===== src/hdl/assert_macros.svh =====
// assertion helpers included by the cipher top
`ifndef ASSERT_MACROS_SVH
`define ASSERT_MACROS_SVH

// same-cycle implication
`define ASSERT_HOLDS(label, clk, rst, ante, cons, msg) \
  label: assert property (@(posedge clk) disable iff (rst) (ante) |-> (cons)) \
    else $error(msg);

// next-cycle implication
`define ASSERT_NEXT(label, clk, rst, ante, cons, msg) \
  label: assert property (@(posedge clk) disable iff (rst) (ante) |=> (cons)) \
    else $error(msg);

`endif


===== src/hdl/trsc_pkg.sv =====
package trsc_pkg;

  localparam int LETTER_W    = 5;
  localparam int SEL_W       = 2;
  localparam int ROTOR_COUNT = 3;

  typedef enum logic [1:0] {
    FUNC_LOAD = 2'd0,
    FUNC_ENC  = 2'd1,
    FUNC_DEC  = 2'd2,
    FUNC_NONE = 2'd3
  } func_t;

  // configuration register indexes
  localparam logic [1:0] CFG_START_ONE   = 2'd0;
  localparam logic [1:0] CFG_START_TWO   = 2'd1;
  localparam logic [1:0] CFG_START_THREE = 2'd2;

  // one item travelling down the rotor pipeline
  typedef struct packed {
    func_t                                 op;
    logic [SEL_W-1:0]                      sel;
    logic [LETTER_W-1:0]                   idx;
    logic [LETTER_W-1:0]                   c;
    logic [ROTOR_COUNT-1:0][LETTER_W-1:0]  off;
  } item_t;

  // rotor rotations and letter count
  typedef struct packed {
    logic [ROTOR_COUNT-1:0][LETTER_W-1:0]  off;
    logic [LETTER_W-1:0]                   pos_lo;
    logic [LETTER_W-1:0]                   pos_hi;
  } odo_t;

  // (a + b) mod n, both operands below n
  function automatic logic [LETTER_W-1:0] add_mod(input logic [LETTER_W-1:0] a,
                                                  input logic [LETTER_W-1:0] b,
                                                  input int unsigned n);
    logic [LETTER_W:0] s;
    s = {1'b0, a} + {1'b0, b};
    if (s >= (LETTER_W+1)'(n)) s = s - (LETTER_W+1)'(n);
    return s[LETTER_W-1:0];
  endfunction

  // (a - b) mod n, both operands below n
  function automatic logic [LETTER_W-1:0] sub_mod(input logic [LETTER_W-1:0] a,
                                                  input logic [LETTER_W-1:0] b,
                                                  input int unsigned n);
    logic [LETTER_W:0] s;
    s = {1'b0, a} + (LETTER_W+1)'(n) - {1'b0, b};
    if (s >= (LETTER_W+1)'(n)) s = s - (LETTER_W+1)'(n);
    return s[LETTER_W-1:0];
  endfunction

  // v mod n by restoring compare-subtract, one step per bit of v
  function automatic logic [LETTER_W-1:0] reduce(input logic [LETTER_W-1:0] v,
                                                 input int unsigned n);
    logic [2*LETTER_W-1:0] r;
    logic [2*LETTER_W-1:0] m;
    r = {{LETTER_W{1'b0}}, v};
    for (int s = LETTER_W - 1; s >= 0; s--) begin
      m = (2*LETTER_W)'(n << s);
      if (r >= m) r = r - m;
    end
    return r[LETTER_W-1:0];
  endfunction

endpackage


===== src/hdl/trsc_odometer.sv =====
module trsc_odometer #(
  parameter int ALPHABET_SIZE = 26
) (
  input  logic                                              clk,
  input  logic                                              rst,
  input  logic                                              cfg_we,
  input  logic [1:0]                                        cfg_index,
  input  logic [trsc_pkg::LETTER_W-1:0]                     cfg_data,
  input  logic                                              step,
  input  logic                                              restart,
  output logic [trsc_pkg::ROTOR_COUNT-1:0][trsc_pkg::LETTER_W-1:0] use_off,
  output trsc_pkg::odo_t                                    state
);

  logic [trsc_pkg::ROTOR_COUNT-1:0][trsc_pkg::LETTER_W-1:0] start;
  trsc_pkg::odo_t cur;
  trsc_pkg::odo_t state_next;

  // start values kept already reduced
  always_ff @(posedge clk) begin
    if (rst) begin
      start <= '0;
    end else if (cfg_we) begin
      unique case (cfg_index)
        trsc_pkg::CFG_START_ONE:   start[0] <= trsc_pkg::reduce(cfg_data, ALPHABET_SIZE);
        trsc_pkg::CFG_START_TWO:   start[1] <= trsc_pkg::reduce(cfg_data, ALPHABET_SIZE);
        trsc_pkg::CFG_START_THREE: start[2] <= trsc_pkg::reduce(cfg_data, ALPHABET_SIZE);
        default: ;
      endcase
    end
  end

  always_comb begin
    cur = state;
    if (restart) begin
      cur.off    = start;
      cur.pos_lo = '0;
      cur.pos_hi = '0;
    end
    state_next        = cur;
    state_next.off[0] = trsc_pkg::add_mod(cur.off[0], 5'd1, ALPHABET_SIZE);
    state_next.pos_lo = trsc_pkg::add_mod(cur.pos_lo, 5'd1, ALPHABET_SIZE);
    if (state_next.pos_lo == '0) begin
      state_next.off[1] = trsc_pkg::add_mod(cur.off[1], 5'd1, ALPHABET_SIZE);
      state_next.pos_hi = trsc_pkg::add_mod(cur.pos_hi, 5'd1, ALPHABET_SIZE);
      if (state_next.pos_hi == '0) begin
        state_next.off[2] = trsc_pkg::add_mod(cur.off[2], 5'd1, ALPHABET_SIZE);
      end
    end
  end

  assign use_off = cur.off;

  always_ff @(posedge clk) begin
    if (rst) begin
      state <= '0;
    end else if (step) begin
      state <= state_next;
    end
  end

endmodule


===== src/hdl/trsc_rotor_stage.sv =====
module trsc_rotor_stage #(
  parameter int ALPHABET_SIZE = 26,
  parameter int STAGE         = 0
) (
  input  logic            clk,
  input  logic            rst,
  input  logic            up_valid,
  output logic            up_ready,
  input  trsc_pkg::item_t up_item,
  output logic            dn_valid,
  input  logic            dn_ready,
  output trsc_pkg::item_t dn_item
);

  localparam int AW = (ALPHABET_SIZE > 1) ? $clog2(ALPHABET_SIZE) : 1;
  localparam logic [trsc_pkg::SEL_W-1:0] FWD_SEL = trsc_pkg::SEL_W'(STAGE);
  localparam int INV_ROTOR = trsc_pkg::ROTOR_COUNT - 1 - STAGE;
  localparam logic [trsc_pkg::SEL_W-1:0] INV_SEL = trsc_pkg::SEL_W'(INV_ROTOR);

  // forward table of this rotor, inverse table of the mirrored rotor
  logic [trsc_pkg::LETTER_W-1:0] fwd_mem [ALPHABET_SIZE];
  logic [trsc_pkg::LETTER_W-1:0] inv_mem [ALPHABET_SIZE];

  logic                          vld;
  trsc_pkg::item_t               item_q;
  logic [trsc_pkg::LETTER_W-1:0] fwd_q;
  logic [trsc_pkg::LETTER_W-1:0] inv_q;
  logic [trsc_pkg::LETTER_W-1:0] fwd_addr;
  logic                          take;
  logic                          is_load;

  assign up_ready = !vld || dn_ready;
  assign take     = up_valid && up_ready;
  assign is_load  = (up_item.op == trsc_pkg::FUNC_LOAD);
  assign fwd_addr = trsc_pkg::add_mod(up_item.c, up_item.off[STAGE], ALPHABET_SIZE);

  always_ff @(posedge clk) begin
    if (rst) begin
      vld <= 1'b0;
    end else if (up_ready) begin
      vld <= up_valid;
    end
  end

  // read and write in item order, so loads and lookups never pass each other
  always_ff @(posedge clk) begin
    if (take) begin
      item_q <= up_item;
      fwd_q  <= fwd_mem[fwd_addr[AW-1:0]];
      inv_q  <= inv_mem[up_item.c[AW-1:0]];
      if (is_load && up_item.sel == FWD_SEL) begin
        fwd_mem[up_item.idx[AW-1:0]] <= up_item.c;
      end
      if (is_load && up_item.sel == INV_SEL) begin
        inv_mem[up_item.c[AW-1:0]] <= up_item.idx;
      end
    end
  end

  always_comb begin
    dn_item = item_q;
    case (item_q.op)
      trsc_pkg::FUNC_ENC: dn_item.c = fwd_q;
      trsc_pkg::FUNC_DEC: dn_item.c = trsc_pkg::sub_mod(inv_q, item_q.off[INV_ROTOR],
                                                        ALPHABET_SIZE);
      default:            dn_item.c = item_q.c;
    endcase
  end

  assign dn_valid = vld;

endmodule


===== src/hdl/three_rotor_stepping_cipher.sv =====
// three-rotor stepping substitution cipher, no reflector
// input channel (in_valid/in_ready): one beat per item; func selects a
//   wiring load (rotor_sel, entry_index, letter), encipher or decipher;
//   restart on a cipher beat reloads the start rotations first
// output channel (out_valid/out_ready): one out_letter beat per cipher
//   item, in order; loads, bad loads and func 3 give no beat
// config port: cfg_we writes start_offset_one/two/three by cfg_index
// throughput: one item per cycle while the receiver takes each cipher beat,
//   wiring loads included; a cipher item passes the input register,
//   then three rotor stages, before its result shows on out_letter
// each rotor stage owns a forward and an inverse table with a registered
//   read; loads ride the same pipe and write at the stage that
//   owns the table, so lookups and loads stay in order
// reset clears rotations, letter count, start values and pipe valids;
//   the wiring tables stay undefined until loaded
// a stalled receiver holds the last stage; earlier stages keep filling
//   bubbles, and in_ready drops only once every stage is full
module three_rotor_stepping_cipher #(
  parameter int ALPHABET_SIZE = 26
) (
  input  logic                          clk,
  input  logic                          rst,
  input  logic                          cfg_we,
  input  logic [1:0]                    cfg_index,
  input  logic [trsc_pkg::LETTER_W-1:0] cfg_data,
  input  logic                          in_valid,
  output logic                          in_ready,
  input  logic [1:0]                    func,
  input  logic                          restart,
  input  logic [trsc_pkg::SEL_W-1:0]    rotor_sel,
  input  logic [trsc_pkg::LETTER_W-1:0] entry_index,
  input  logic [trsc_pkg::LETTER_W-1:0] letter,
  output logic                          out_valid,
  input  logic                          out_ready,
  output logic [trsc_pkg::LETTER_W-1:0] out_letter
);

  `include "assert_macros.svh"

  // alphabet size one bit wider, so a full 32-letter alphabet still compares
  localparam logic [trsc_pkg::LETTER_W:0] ABC_LIMIT = (trsc_pkg::LETTER_W+1)'(ALPHABET_SIZE);

  trsc_pkg::func_t op_in;
  logic            in_beat;
  logic            is_cipher;
  logic            load_ok;
  logic            cipher_beat;
  logic [trsc_pkg::ROTOR_COUNT-1:0][trsc_pkg::LETTER_W-1:0] use_off;
  trsc_pkg::odo_t  odo_state;

  // input register
  logic            s0_valid;
  trsc_pkg::item_t s0_item;
  trsc_pkg::item_t s0_item_next;

  // stage links
  logic            st0_ready;
  logic            st0_valid;
  trsc_pkg::item_t st0_item;
  logic            st1_ready;
  logic            st1_valid;
  trsc_pkg::item_t st1_item;
  logic            st2_ready;
  logic            st2_valid;
  trsc_pkg::item_t st2_item;
  logic            st2_cipher;

  assign op_in     = trsc_pkg::func_t'(func);
  assign in_ready  = !s0_valid || st0_ready;
  assign in_beat   = in_valid && in_ready;
  assign is_cipher = (op_in == trsc_pkg::FUNC_ENC) || (op_in == trsc_pkg::FUNC_DEC);
  // out-of-range loads are dropped here and never reach the tables
  assign load_ok   = (op_in == trsc_pkg::FUNC_LOAD)
                  && (rotor_sel < trsc_pkg::SEL_W'(trsc_pkg::ROTOR_COUNT))
                  && ({1'b0, entry_index} < ABC_LIMIT)
                  && ({1'b0, letter} < ABC_LIMIT);
  assign cipher_beat = in_beat && is_cipher;

  // rotations and letter count, stepped once per cipher beat
  trsc_odometer #(
    .ALPHABET_SIZE(ALPHABET_SIZE)
  ) u_odometer (
    .clk       (clk),
    .rst       (rst),
    .cfg_we    (cfg_we),
    .cfg_index (cfg_index),
    .cfg_data  (cfg_data),
    .step      (cipher_beat),
    .restart   (restart),
    .use_off   (use_off),
    .state     (odo_state)
  );

  always_comb begin
    s0_item_next.op  = op_in;
    s0_item_next.sel = rotor_sel;
    s0_item_next.idx = entry_index;
    s0_item_next.off = use_off;
    // cipher letters are folded into the alphabet, load letters are in range
    s0_item_next.c   = is_cipher ? trsc_pkg::reduce(letter, ALPHABET_SIZE) : letter;
  end

  always_ff @(posedge clk) begin
    if (rst) begin
      s0_valid <= 1'b0;
    end else if (in_ready) begin
      s0_valid <= in_valid && (is_cipher || load_ok);
    end
  end

  always_ff @(posedge clk) begin
    if (in_beat) begin
      s0_item <= s0_item_next;
    end
  end

  trsc_rotor_stage #(
    .ALPHABET_SIZE(ALPHABET_SIZE),
    .STAGE(0)
  ) u_stage0 (
    .clk      (clk),
    .rst      (rst),
    .up_valid (s0_valid),
    .up_ready (st0_ready),
    .up_item  (s0_item),
    .dn_valid (st0_valid),
    .dn_ready (st1_ready),
    .dn_item  (st0_item)
  );

  trsc_rotor_stage #(
    .ALPHABET_SIZE(ALPHABET_SIZE),
    .STAGE(1)
  ) u_stage1 (
    .clk      (clk),
    .rst      (rst),
    .up_valid (st0_valid),
    .up_ready (st1_ready),
    .up_item  (st0_item),
    .dn_valid (st1_valid),
    .dn_ready (st2_ready),
    .dn_item  (st1_item)
  );

  trsc_rotor_stage #(
    .ALPHABET_SIZE(ALPHABET_SIZE),
    .STAGE(2)
  ) u_stage2 (
    .clk      (clk),
    .rst      (rst),
    .up_valid (st1_valid),
    .up_ready (st2_ready),
    .up_item  (st1_item),
    .dn_valid (st2_valid),
    .dn_ready (out_ready || !st2_cipher),
    .dn_item  (st2_item)
  );

  // loads leave the pipe at the last stage without a beat
  assign st2_cipher = (st2_item.op == trsc_pkg::FUNC_ENC)
                   || (st2_item.op == trsc_pkg::FUNC_DEC);
  assign out_valid  = st2_valid && st2_cipher;
  assign out_letter = st2_item.c;

  `ASSERT_NEXT(a_s0_hold, clk, rst, s0_valid && !st0_ready,
               s0_valid && $stable(s0_item), "input register lost a waiting item")
  `ASSERT_HOLDS(a_load_range, clk, rst, s0_valid && s0_item.op == trsc_pkg::FUNC_LOAD,
                (s0_item.sel < trsc_pkg::SEL_W'(trsc_pkg::ROTOR_COUNT))
                && ({1'b0, s0_item.idx} < ABC_LIMIT) && ({1'b0, s0_item.c} < ABC_LIMIT),
                "out-of-range load entered the pipe")
  `ASSERT_NEXT(a_step_one, clk, rst, cipher_beat && !restart,
               odo_state.off[0] == trsc_pkg::add_mod($past(odo_state.off[0]), 5'd1,
                                                     ALPHABET_SIZE),
               "rotor one did not step")
  `ASSERT_NEXT(a_carry_two, clk, rst,
               cipher_beat && !restart
               && odo_state.pos_lo == trsc_pkg::LETTER_W'(ALPHABET_SIZE - 1),
               odo_state.pos_lo == '0
               && odo_state.off[1] == trsc_pkg::add_mod($past(odo_state.off[1]), 5'd1,
                                                        ALPHABET_SIZE),
               "rotor two missed its carry")

endmodule

===== config.mk =====
export PLATFORM = sky130hd
export DESIGN_NAME = three_rotor_stepping_cipher
export DESIGN_NICKNAME = d
export VERILOG_FILES = /design/src/hdl/trsc_pkg.sv /design/src/hdl/trsc_odometer.sv /design/src/hdl/trsc_rotor_stage.sv /design/src/hdl/three_rotor_stepping_cipher.sv
export VERILOG_INCLUDE_DIRS = /design/src /design/src/hdl
export SDC_FILE = /design/constraint.sdc
export NUM_CORES = 1
export LEC_CHECK = 0
export BUFFER_PORTS_ARGS = -buffer_cell sky130_fd_sc_hd__buf_2
export CORE_MARGIN = 2
export CORE_UTILIZATION = 45
export DETAILED_ROUTE_END_ITERATION = 6
export PLACE_DENSITY = 0.61
export SYNTH_ARGS = -nofsm -noshare
export SYNTH_HDL_FRONTEND = slang
export SYNTH_SLANG_ARGS = --single-unit

===== constraint.sdc =====
create_clock -name clk -period 17.6 [get_ports clk]
set_clock_uncertainty 0.1 [all_clocks]
set_input_delay 5.28 -clock clk [delete_from_list [all_inputs] [get_ports clk]]
set_output_delay 5.28 -clock clk [all_outputs]
set_load 0.005 [all_outputs]

* Yosys cells after proc, flatten, opt, wreduce, memory -nomap -nowiden
Memories as Yosys holds them, arrays and structs flattened. A register that Yosys moved wholly into a read port is not among the register bits.
Index checks and enable logic that the tools add are counted.
** Word-level totals
- RAM bits :: 780
- Memories :: 6
- Register bits :: 143
- Logic and storage cells :: 175
- Output and inout bits :: 7
** Cells by class
- Add/subtract/negate cells :: 27
- Equal/unequal tests :: 13
- Reductions and logical operators :: 40
- Order comparisons :: 16
- Multiplexer cells :: 37
** Memory list
- u_stage0.fwd_mem :: words 26, width 5, rd ports 1, clocked after memory_dff 1, write ports 1, RTL line trsc_rotor_stage.sv:21 : logic [trsc_pkg::LETTER_W-1:0] fwd_mem [ALPHABET_SIZE];
- u_stage0.inv_mem :: words 26, width 5, rd ports 1, clocked after memory_dff 1, write ports 1, RTL line trsc_rotor_stage.sv:22 : logic [trsc_pkg::LETTER_W-1:0] inv_mem [ALPHABET_SIZE];
- u_stage1.fwd_mem :: words 26, width 5, rd ports 1, clocked after memory_dff 1, write ports 1, RTL line trsc_rotor_stage.sv:21
- u_stage1.inv_mem :: words 26, width 5, rd ports 1, clocked after memory_dff 1, write ports 1, RTL line trsc_rotor_stage.sv:22
- u_stage2.fwd_mem :: words 26, width 5, rd ports 1, clocked after memory_dff 1, write ports 1, RTL line trsc_rotor_stage.sv:21
- u_stage2.inv_mem :: words 26, width 5, rd ports 1, clocked after memory_dff 1, write ports 1, RTL line trsc_rotor_stage.sv:22
** Operators by type and width (count)
- 2-to-1 mux 5 bit :: 17
- greater-or-equal comparator 6 x 5 -> 1 bit, second input constant :: 11
- subtractor 5 bit, second input constant :: 13
- adder 5 x 1 -> 6 bit, second input constant :: 5
- one-hot mux 5 bit (2 select lines) :: 3
- 2-to-1 mux 25 bit :: 1
- adder 5 x 5 -> 6 bit :: 3
- adder 5 x 5 -> 6 bit, second input constant :: 3
- subtractor 6 x 5 -> 6 bit :: 3
- logical AND 1 bit :: 15
- 2-to-1 mux 1 bit :: 15
- == test 2 bit, second input constant :: 7
- logical NOT 2 bit :: 7
- == test 2 x 1 -> 1 bit, second input constant :: 6
- greater-or-equal comparator 5 bit, second input constant :: 2
- logical NOT 5 bit :: 2
- less-than comparator 5 bit, second input constant :: 2
- 2-to-1 mux 10 bit :: 1
- logical OR 1 bit :: 8
- AND reduction 2 bit :: 3
- logical NOT 1 bit :: 5
- less-than comparator 2 bit, second input constant :: 1

* Longest topological paths before layout
Gate-level depths: netlist (run 1).
- Depth after elaboration :: 10
- Gate-level depth with buffers :: 25
- Depth with buffers taken out :: 22

* Modules after synthesis
From an unflattened synthesis (run 1), not the netlist that was laid out.
** Second synthesis, totals
- Cell total of the unflattened synthesis :: 2690
- Area total of the unflattened synthesis :: 41897.7 um2
** Modules (own cells, without submodules)
- trsc_rotor_stage at u_stage1 :: seq. area each 8998.6 um2, times used 1, area an instance 12689.7 um2, cells each 779
- trsc_rotor_stage at u_stage2 :: seq. area each 8998.6 um2, times used 1, area an instance 12674.7 um2, cells each 783
- trsc_rotor_stage at u_stage0 :: seq. area each 8998.6 um2, times used 1, area an instance 12627.1 um2, cells each 726
- trsc_odometer :: seq. area each 800.8 um2, times used 1, area an instance 2811.4 um2, cells each 341
- three_rotor_stepping_cipher :: seq. area each 890.9 um2, times used 1, area an instance 1094.8 um2, cells each 61

* Least setup slack after synthesis (run 1)
No wires, ideal clock.
- Path kind :: input-to-output
- From :: in out_ready
- To :: out in_ready
- Path buffers :: 0
- Cell stages on the path :: 3
- Required time :: 12.220 ns
- Path slack :: 6.462 ns
- Arrival time :: 5.758 ns
- Cells stage by stage :: nor2b_1 -> and2_1 -> nand3_1
** Between the ends
- Word-level cells in the longest chain between the ends :: 5
** Ends and longest elaborated chain
- from (decl) :: RTL line three_rotor_stepping_cipher.sv:34 : input logic out_ready,
- logical OR 1 bit :: RTL line three_rotor_stepping_cipher.sv:155 : .dn_ready (out_ready || !st2_cipher),
- logical OR 1 bit (3 in a row) :: RTL line trsc_rotor_stage.sv:32 : assign up_ready = !vld || dn_ready;
- logical OR 1 bit :: RTL line three_rotor_stepping_cipher.sv:69 : assign in_ready = !s0_valid || st0_ready;
- to (decl) :: RTL line three_rotor_stepping_cipher.sv:27 : output logic in_ready,
No other way between the ends.

* Worst setup path after layout (run 1)
Same ends and word-level chain as after synthesis.

==> flow_summary_export.csv, run 1 <==
group,metric,value,unit
outcome,status,"finished, final reports clean",
global_routing,use_met1,0.255,
synthesis,ys_seq_elements,953,
sta,hold_violations,0,
synthesis,synthAdderAreaFrac,0.0259,
placed_design,postPlaceCellArea,42800,um2
sta,max_freq,0.0865,GHz
sta,finalSetupViolCount,0,
layout,syn_to_final_growth,11.0,%
routing,first_pass_iters,7,
clock_tree,cts_setup_buffers,0,
global_routing,grt_max_degree,69,
synthesis,muxShareOfSynthArea,0.113,
synthesis,synth-simple-area-share,0.0806,
synthesis,synth.area.top_cells,"edfxtp_1 66%, mux2i_1 6.9%, mux4_2 2.7%",
floorplanning,fp-row-count,111,
layout,final_cell_mix,"909 x edfxtp_1, 289 x nor2_1, 283 x mux2i_1",
global_routing,gr-total-overflow,0,
clock_tree,cts_buffers,96,
sta,min_period_over_period,0.657,
sta,relSlewSlack,0.217,
layout,diodes,0,
layout,final_common_cell,"edfxtp_1",
clock_tree,postCtsHoldBufs,0,
routing,drc,0,
pwr,peakVddDrop,84.8,uV
sta,tns,0,ps
placed_design,port-buffer-count,33,
worst_setup_path,crit_fanout,5,
clock_tree,htreeDepth,3,
floorplanning,io_pins,34,
clock_tree,clkLatencyLatePin,650,ps
placed_design,gp_congestion,0.822,
worst_setup_path,cp.arrival,6180,ps
synthesis,ys_warn_count,0,
worst_setup_path,cp_data_required_time,12220,ps
floorplanning,core_area,91200,um2
global_routing,use_met2,0.321,
flow_run,maxCapViolations,0,
synthesis,synthArstFlopShare,0,
clock_tree,clkSinkCount,953,
layout,drive_gt1_frac,0.125,
synthesis,syn_nets,2908,
layout,layout.nets,2968,
clock_tree,cts.path.max_buffers,3,
synthesis,ys.flop_type,"edfxtp_1",
synthesis,yosys.area_share.xor_xnor,0.00972,
routing,ant_nets,0,
synthesis,synth_top_family_by_area,"multiplexers",
clock_tree,clkSlewWorstSetupHoldPaths,60,ps
floorplanning,die_h,307,um
sta,rsz0062_at_grt,"no",
floorplanning,die_area,94200,um2
routing,drtIter0Drc,1897,
synthesis,synth_top_area_share,0.661,
sta,report.final.slew_viol_count,0,
clock_tree,cts_tree,"yes",
synthesis,netlist_instances,2799,
routing,finalWirelength,89600,um
global_routing,grt_first_pass_wirelength,139000,um
floorplanning,die_w,307,um
clock_tree,cts_root_buf,"clkbuf_16",
sta,period_minus_slack,11560,ps
synthesis,ys_seq_area_frac,0.682,
global_routing,antenna_found_initial,0,
layout,fin_area,45900,um2
routing,vias,23309,
floorplanning,start_util,0.453,
worst_setup_path,end_kind,"primary output",
global_routing,grt_pass1_vias,23711,
synthesis,synth_largest_area_cell,"edfxtp_1",
synthesis,synth_compound_gate_area_share,0.0653,
min_path,hold_class,"flip-flop to flip-flop",
pwr,powerDensity,111,nW/um2
global_routing,busiest_layer,"met2",
synthesis,syn-cell-area,41300,um2
synthesis,ys_types,88,
routing,viasPerCell,5.66,
clock_tree,cts_resized,0,
sta,tightest_slew,1140,ps
synthesis,syn_avg_cell_area,14.8,um2
global_routing,use_met3,0.0267,
placed_design,dpl.hpwl,57200,um
synthesis,synth_edf_count,909,
routing,routedWlPerCell,21.8,um
worst_setup_path,cp-start-kind,"input port",
global_routing,track_usage,0.190,
pwr,leakage,15.9,nW
worst_setup_path,worst-setup-path-type,"input port to primary output",
==> Yosys cell counts, drive strengths merged, types with 8 or more instances <==
cell type	n
nor2b	21
a32oi	15
dfxtp	44
clkbuf	46
edfxtp	909
a211o	10
a21oi	80
nand2b	25
a21o	15
mux4	49
nand4	16
and3	8
o211ai	28
a22oi	18
nor3	31
inv	100
or3	23
xnor2	26
a221oi	13
buf	70
a211oi	46
xor2	19
o21ai	46
nand2	194
nor2	291
a221o	16
mux2i	285
ha	76
o22ai	15
a31oi	13
and2	16
mux2	62
nand3b	17
nand3	51
==> worst paths after layout <==
path,depth (start not counted),endpoint,start,slack (ps)
worst min-delay path,0,u_stage0.dn_item[9]$_DFFE_PP_,s0_item[9]$_DFFE_PP_,320
worst min register to register,0,u_stage0.dn_item[9]$_DFFE_PP_,s0_item[9]$_DFFE_PP_,320
worst max-delay path,5,in_ready,out_ready,6040
worst max register to register,21,u_stage1.fwd_q[2]$_DFFE_PP_,u_stage0.dn_item[11]$_DFFE_PP_,9860
==> stage by stage <==
step / util / power (mW) / std cells / setup slack [ps] / hold slack, ps
after global routing: 0.503 / 5.27 / 4117 / 5930 / 328
after CTS: 0.503 / 5.14 / 4117 / 6050 / 318
after detailed placement: 0.470 / 3.18 / 3947 / 6050 / 305
after floorplan: - / 3.00 / 2799 / 6460 / 300
after global placement: 0.470 / 3.16 / 3947 / 6040 / 308
final: 0.503 / 5.09 / 4117 / 6040 / 318
==> flip-flops by register name, summed over array words and instances, names as in the netlist, 7 cells and up <==
signal / flops
s0_item: 29
u_odometer.start: 15
u_odometer.state: 25
u_stage0.dn_item: 24
u_stage0.fwd_mem: 130
u_stage0.inv_mem: 130
u_stage1.dn_item: 24
u_stage1.fwd_mem: 130
u_stage1.inv_mem: 130
u_stage2.dn_item: 7
u_stage2.fwd_mem: 130
u_stage2.inv_mem: 130
==> metal layers <==
layer | up-vias | wire, um
li1 | 10821 | -
met1 | 11676 | 38900
met2 | 656 | 43900
met3 | 156 | 4470
met4 | 0 | 2350
met5 | - | 0
==> report_power, final <==
group	switching, mW	internal [mW]
Sequential	0.00988	2.51
Clock	0.839	1.13
Combinational	0.387	0.223
Total	1.24	3.85
==> cell type report <==
| cell class | instances | area (um2) |
|---|---|---|
| multi-input cells | 1628 | 12300 |
| clock inverters | 58 | 529 |
| inverters | 102 | 395 |
| repair buffers | 78 | 503 |
| well taps | 1186 | 1480 |
| fillers | 7572 | 45400 |
| clock buffers | 112 | 2480 |
| flip-flops and latches | 953 | 28200 |
==> critical path: stages <==
cell and delay [ps]:
buf_2 100, nor2b_1 200, and2_1 290, nand3_1 160
buf_2 160
==> kinds of logic after synthesis <==
logic type	Yosys count
AOI/OAI and AO/OA	379
xor gates and xnor gates	45
adders and majority gates	82
buffers and inverters	218
DFF	953
muxes	396
and+or+nand+nor	726
No activity file was read; power rests on OpenSTA's default activity.
==> run 2: changes to the inputs <==
==> constraint.sdc (replaced) <==
create_clock -name clk -period 10.9 [get_ports clk]
set_clock_uncertainty 0.1 [all_clocks]
set_input_delay 3.27 -clock clk [delete_from_list [all_inputs] [get_ports clk]]
set_output_delay 3.27 -clock clk [all_outputs]
set_load 0.005 [all_outputs]
==> run 2 against run 1 <==
Net effect: routed wire length down 0.40%; die area stayed put; core utilization up 0.22 points.
==> flow_summary_export.csv, run 2 (synthesized netlist as in run 1, its figures left out) <==
group,metric,value,unit
outcome,status,"finished, final reports clean",
floorplanning,io_pins,34,
routing,ant_nets,0,
routing,viasPerCell,5.69,
worst_setup_path,cp.depth,5,
worst_setup_path,crit_fanout,5,
routing,drtIter0Drc,2017,
pwr,leakage,16.0,nW
worst_setup_path,slowest_stage,"and2_1",
worst_setup_path,cpPeakStageDelay,290,ps
floorplanning,die_w,307,um
sta,finalSetupViolCount,0,
floorplanning,fp-row-count,111,
clock_tree,clkSlewWorstSetupHoldPaths,60,ps
placed_design,gp_congestion,0.852,
routing,wl_met1,39100,um
placed_design,dpl.hpwl,56500,um
worst_setup_path,worst-setup-path-type,"input port to primary output",
layout,finalNonFillerCells,4124,
flow_run,maxCapViolations,0,
global_routing,track_usage,0.189,
worst_setup_path,worstPathCellList,"buf_2 -> nor2b_1 -> and2_1 -> nand3_1 -> buf_2",
global_routing,grt_first_pass_wirelength,137000,um
worst_setup_path,end_kind,"primary output",
sta,hold_violations,0,
worst_setup_path,ff2ff_path_depth,22,
layout,final_common_cell,"edfxtp_1",
sta,tightest_slew,1160,ps
sta,relSlewSlack,0.224,
clock_tree,cts.path.max_buffers,3,
pwr,powerDensity,182,nW/um2
pwr,p_total,8.38,mW
layout,syn_to_final_growth,11.5,%
clock_tree,cts_resized,0,
min_path,hold_class,"flip-flop to flip-flop",
routing,highest_layer,"met4",
routing,dr_wl_met2,43500,um
sta,max_freq,0.132,GHz
worst_setup_path,cp.arrival,4180,ps
routing,first_pass_iters,6,
global_routing,antenna_found_initial,0,
routing,finalWirelength,89300,um
layout,final_util,0.505,
floorplanning,core_area,91200,um2
sta,report.final.slew_viol_count,0,
floorplanning,start_util,0.453,
routing,routedWlPerCell,21.6,um
clock_tree,postCtsHoldBufs,0,
placed_design,port-buffer-count,33,
layout,drive_gt1_frac,0.127,
worst_setup_path,path_common_cell,"buf_2",
global_routing,grt_max_degree,69,
clock_tree,cts_root_buf,"clkbuf_16",
floorplanning,die_h,307,um
layout,layout.nets,2969,
placed_design,dp.cells,3945,
layout,fillers,7542,
pwr,peakVddDrop,194,uV
worst_setup_path,crit_family,"simple AND/OR/NAND/NOR gates",
clock_tree,clkLatencyLatePin,660,ps
clock_tree,cts_buffers,99,
worst_setup_path,cp_data_required_time,7530,ps
layout,regArea,28200,um2
worst_setup_path,cp-start-kind,"input port",
worst_setup_path,cp_num_buf_inv,2,
routing,vias,23453,
clock_tree,htreeDepth,3,
clock_tree,cts_setup_buffers,0,
sta,tns,0,ps
layout,multi_input_area,12300,um2
floorplanning,die_area,94200,um2
sta,period_minus_slack,7550,ps
global_routing,gr-total-overflow,0,
global_routing,grt_pass1_vias,23414,
layout,diodes,0,
clock_tree,cts_tree,"yes",
routing,drc,0,
clock_tree,clkSinkCount,953,
sta,rsz0062_at_grt,"no",
sta,min_period_over_period,0.693,
routing,met3_length,4140,um
min_path,hold_depth,0,
layout,final_cell_mix,"909 x edfxtp_1, 289 x nor2_1, 283 x mux2i_1",
-- run 2: worst reg2reg max path: stages (launching register included) --
cell       delay, ps
edfxtp_1         370
ha_1             280
inv_1             40
ha_1             210
fa_1             470
xnor2_1          420
nor3b_1          110
mux2i_1          360
a211oi_1         180
nor3_4           200
buf_4            400
inv_2            480
ha_1             430
nor2b_1          140
o21a_1           210
o21a_1           210
o31ai_1          500
o2bb2ai_4        170
buf_4            720
mux2i_1          370
a221o_1          260
o22ai_1          110
or3_1            340
-- run 2: worst paths after layout --
kind | start | endpoint | slack, ps
worst min-delay path | u_stage1.dn_item[2]$_DFFE_PP_ | u_stage2.dn_item[2]$_DFFE_PP_ | 320
worst max register to register | u_stage1.dn_item[6]$_DFFE_PP_ | u_stage2.fwd_q[3]$_DFFE_PP_ | 3550
worst max-delay path | out_ready | in_ready | 3350
worst min register to register | u_stage1.dn_item[2]$_DFFE_PP_ | u_stage2.dn_item[2]$_DFFE_PP_ | 320
-- run 2: power breakdown --
group          leakage, nW  internal [mW]  switching, mW  total [mW]
registers             8.59           4.05         0.0180        4.06
logic                 5.81          0.359          0.611       0.969
clock network         1.59           1.97           1.38        3.35
total                 16.0           6.37           2.01        8.38
-- run 2: metal layers --
metal,GRT usage,vias to the layer above
li1,-,10854
met1,0.254,11833
met2,0.315,602
met3,0.0306,164
met4,0.0601,0
met5,0,-
-- run 2: per-stage QoR --
| step | hold WS (ps) | setup slack [ps] | cell area [um2] |
|---|---|---|---|
| global placement | 300 | 3350 | 42800 |
| finish | 318 | 3350 | 46100 |
| global route | 325 | 3090 | 46100 |
| CTS | 319 | 3340 | 46100 |
| floorplan | 300 | 3530 | 41300 |
| detailed placement | 305 | 3350 | 42800 |
-- run 2: final cells by class --
class                           instances  share of cell area
Sequential cell                       953               0.612
Tap cell                             1186              0.0322
Inverter                              102             0.00859
Timing Repair Buffer                   76              0.0106
Multi-Input combinational cell       1628               0.267
Clock inverter                         71              0.0155
Clock buffer                          108              0.0545
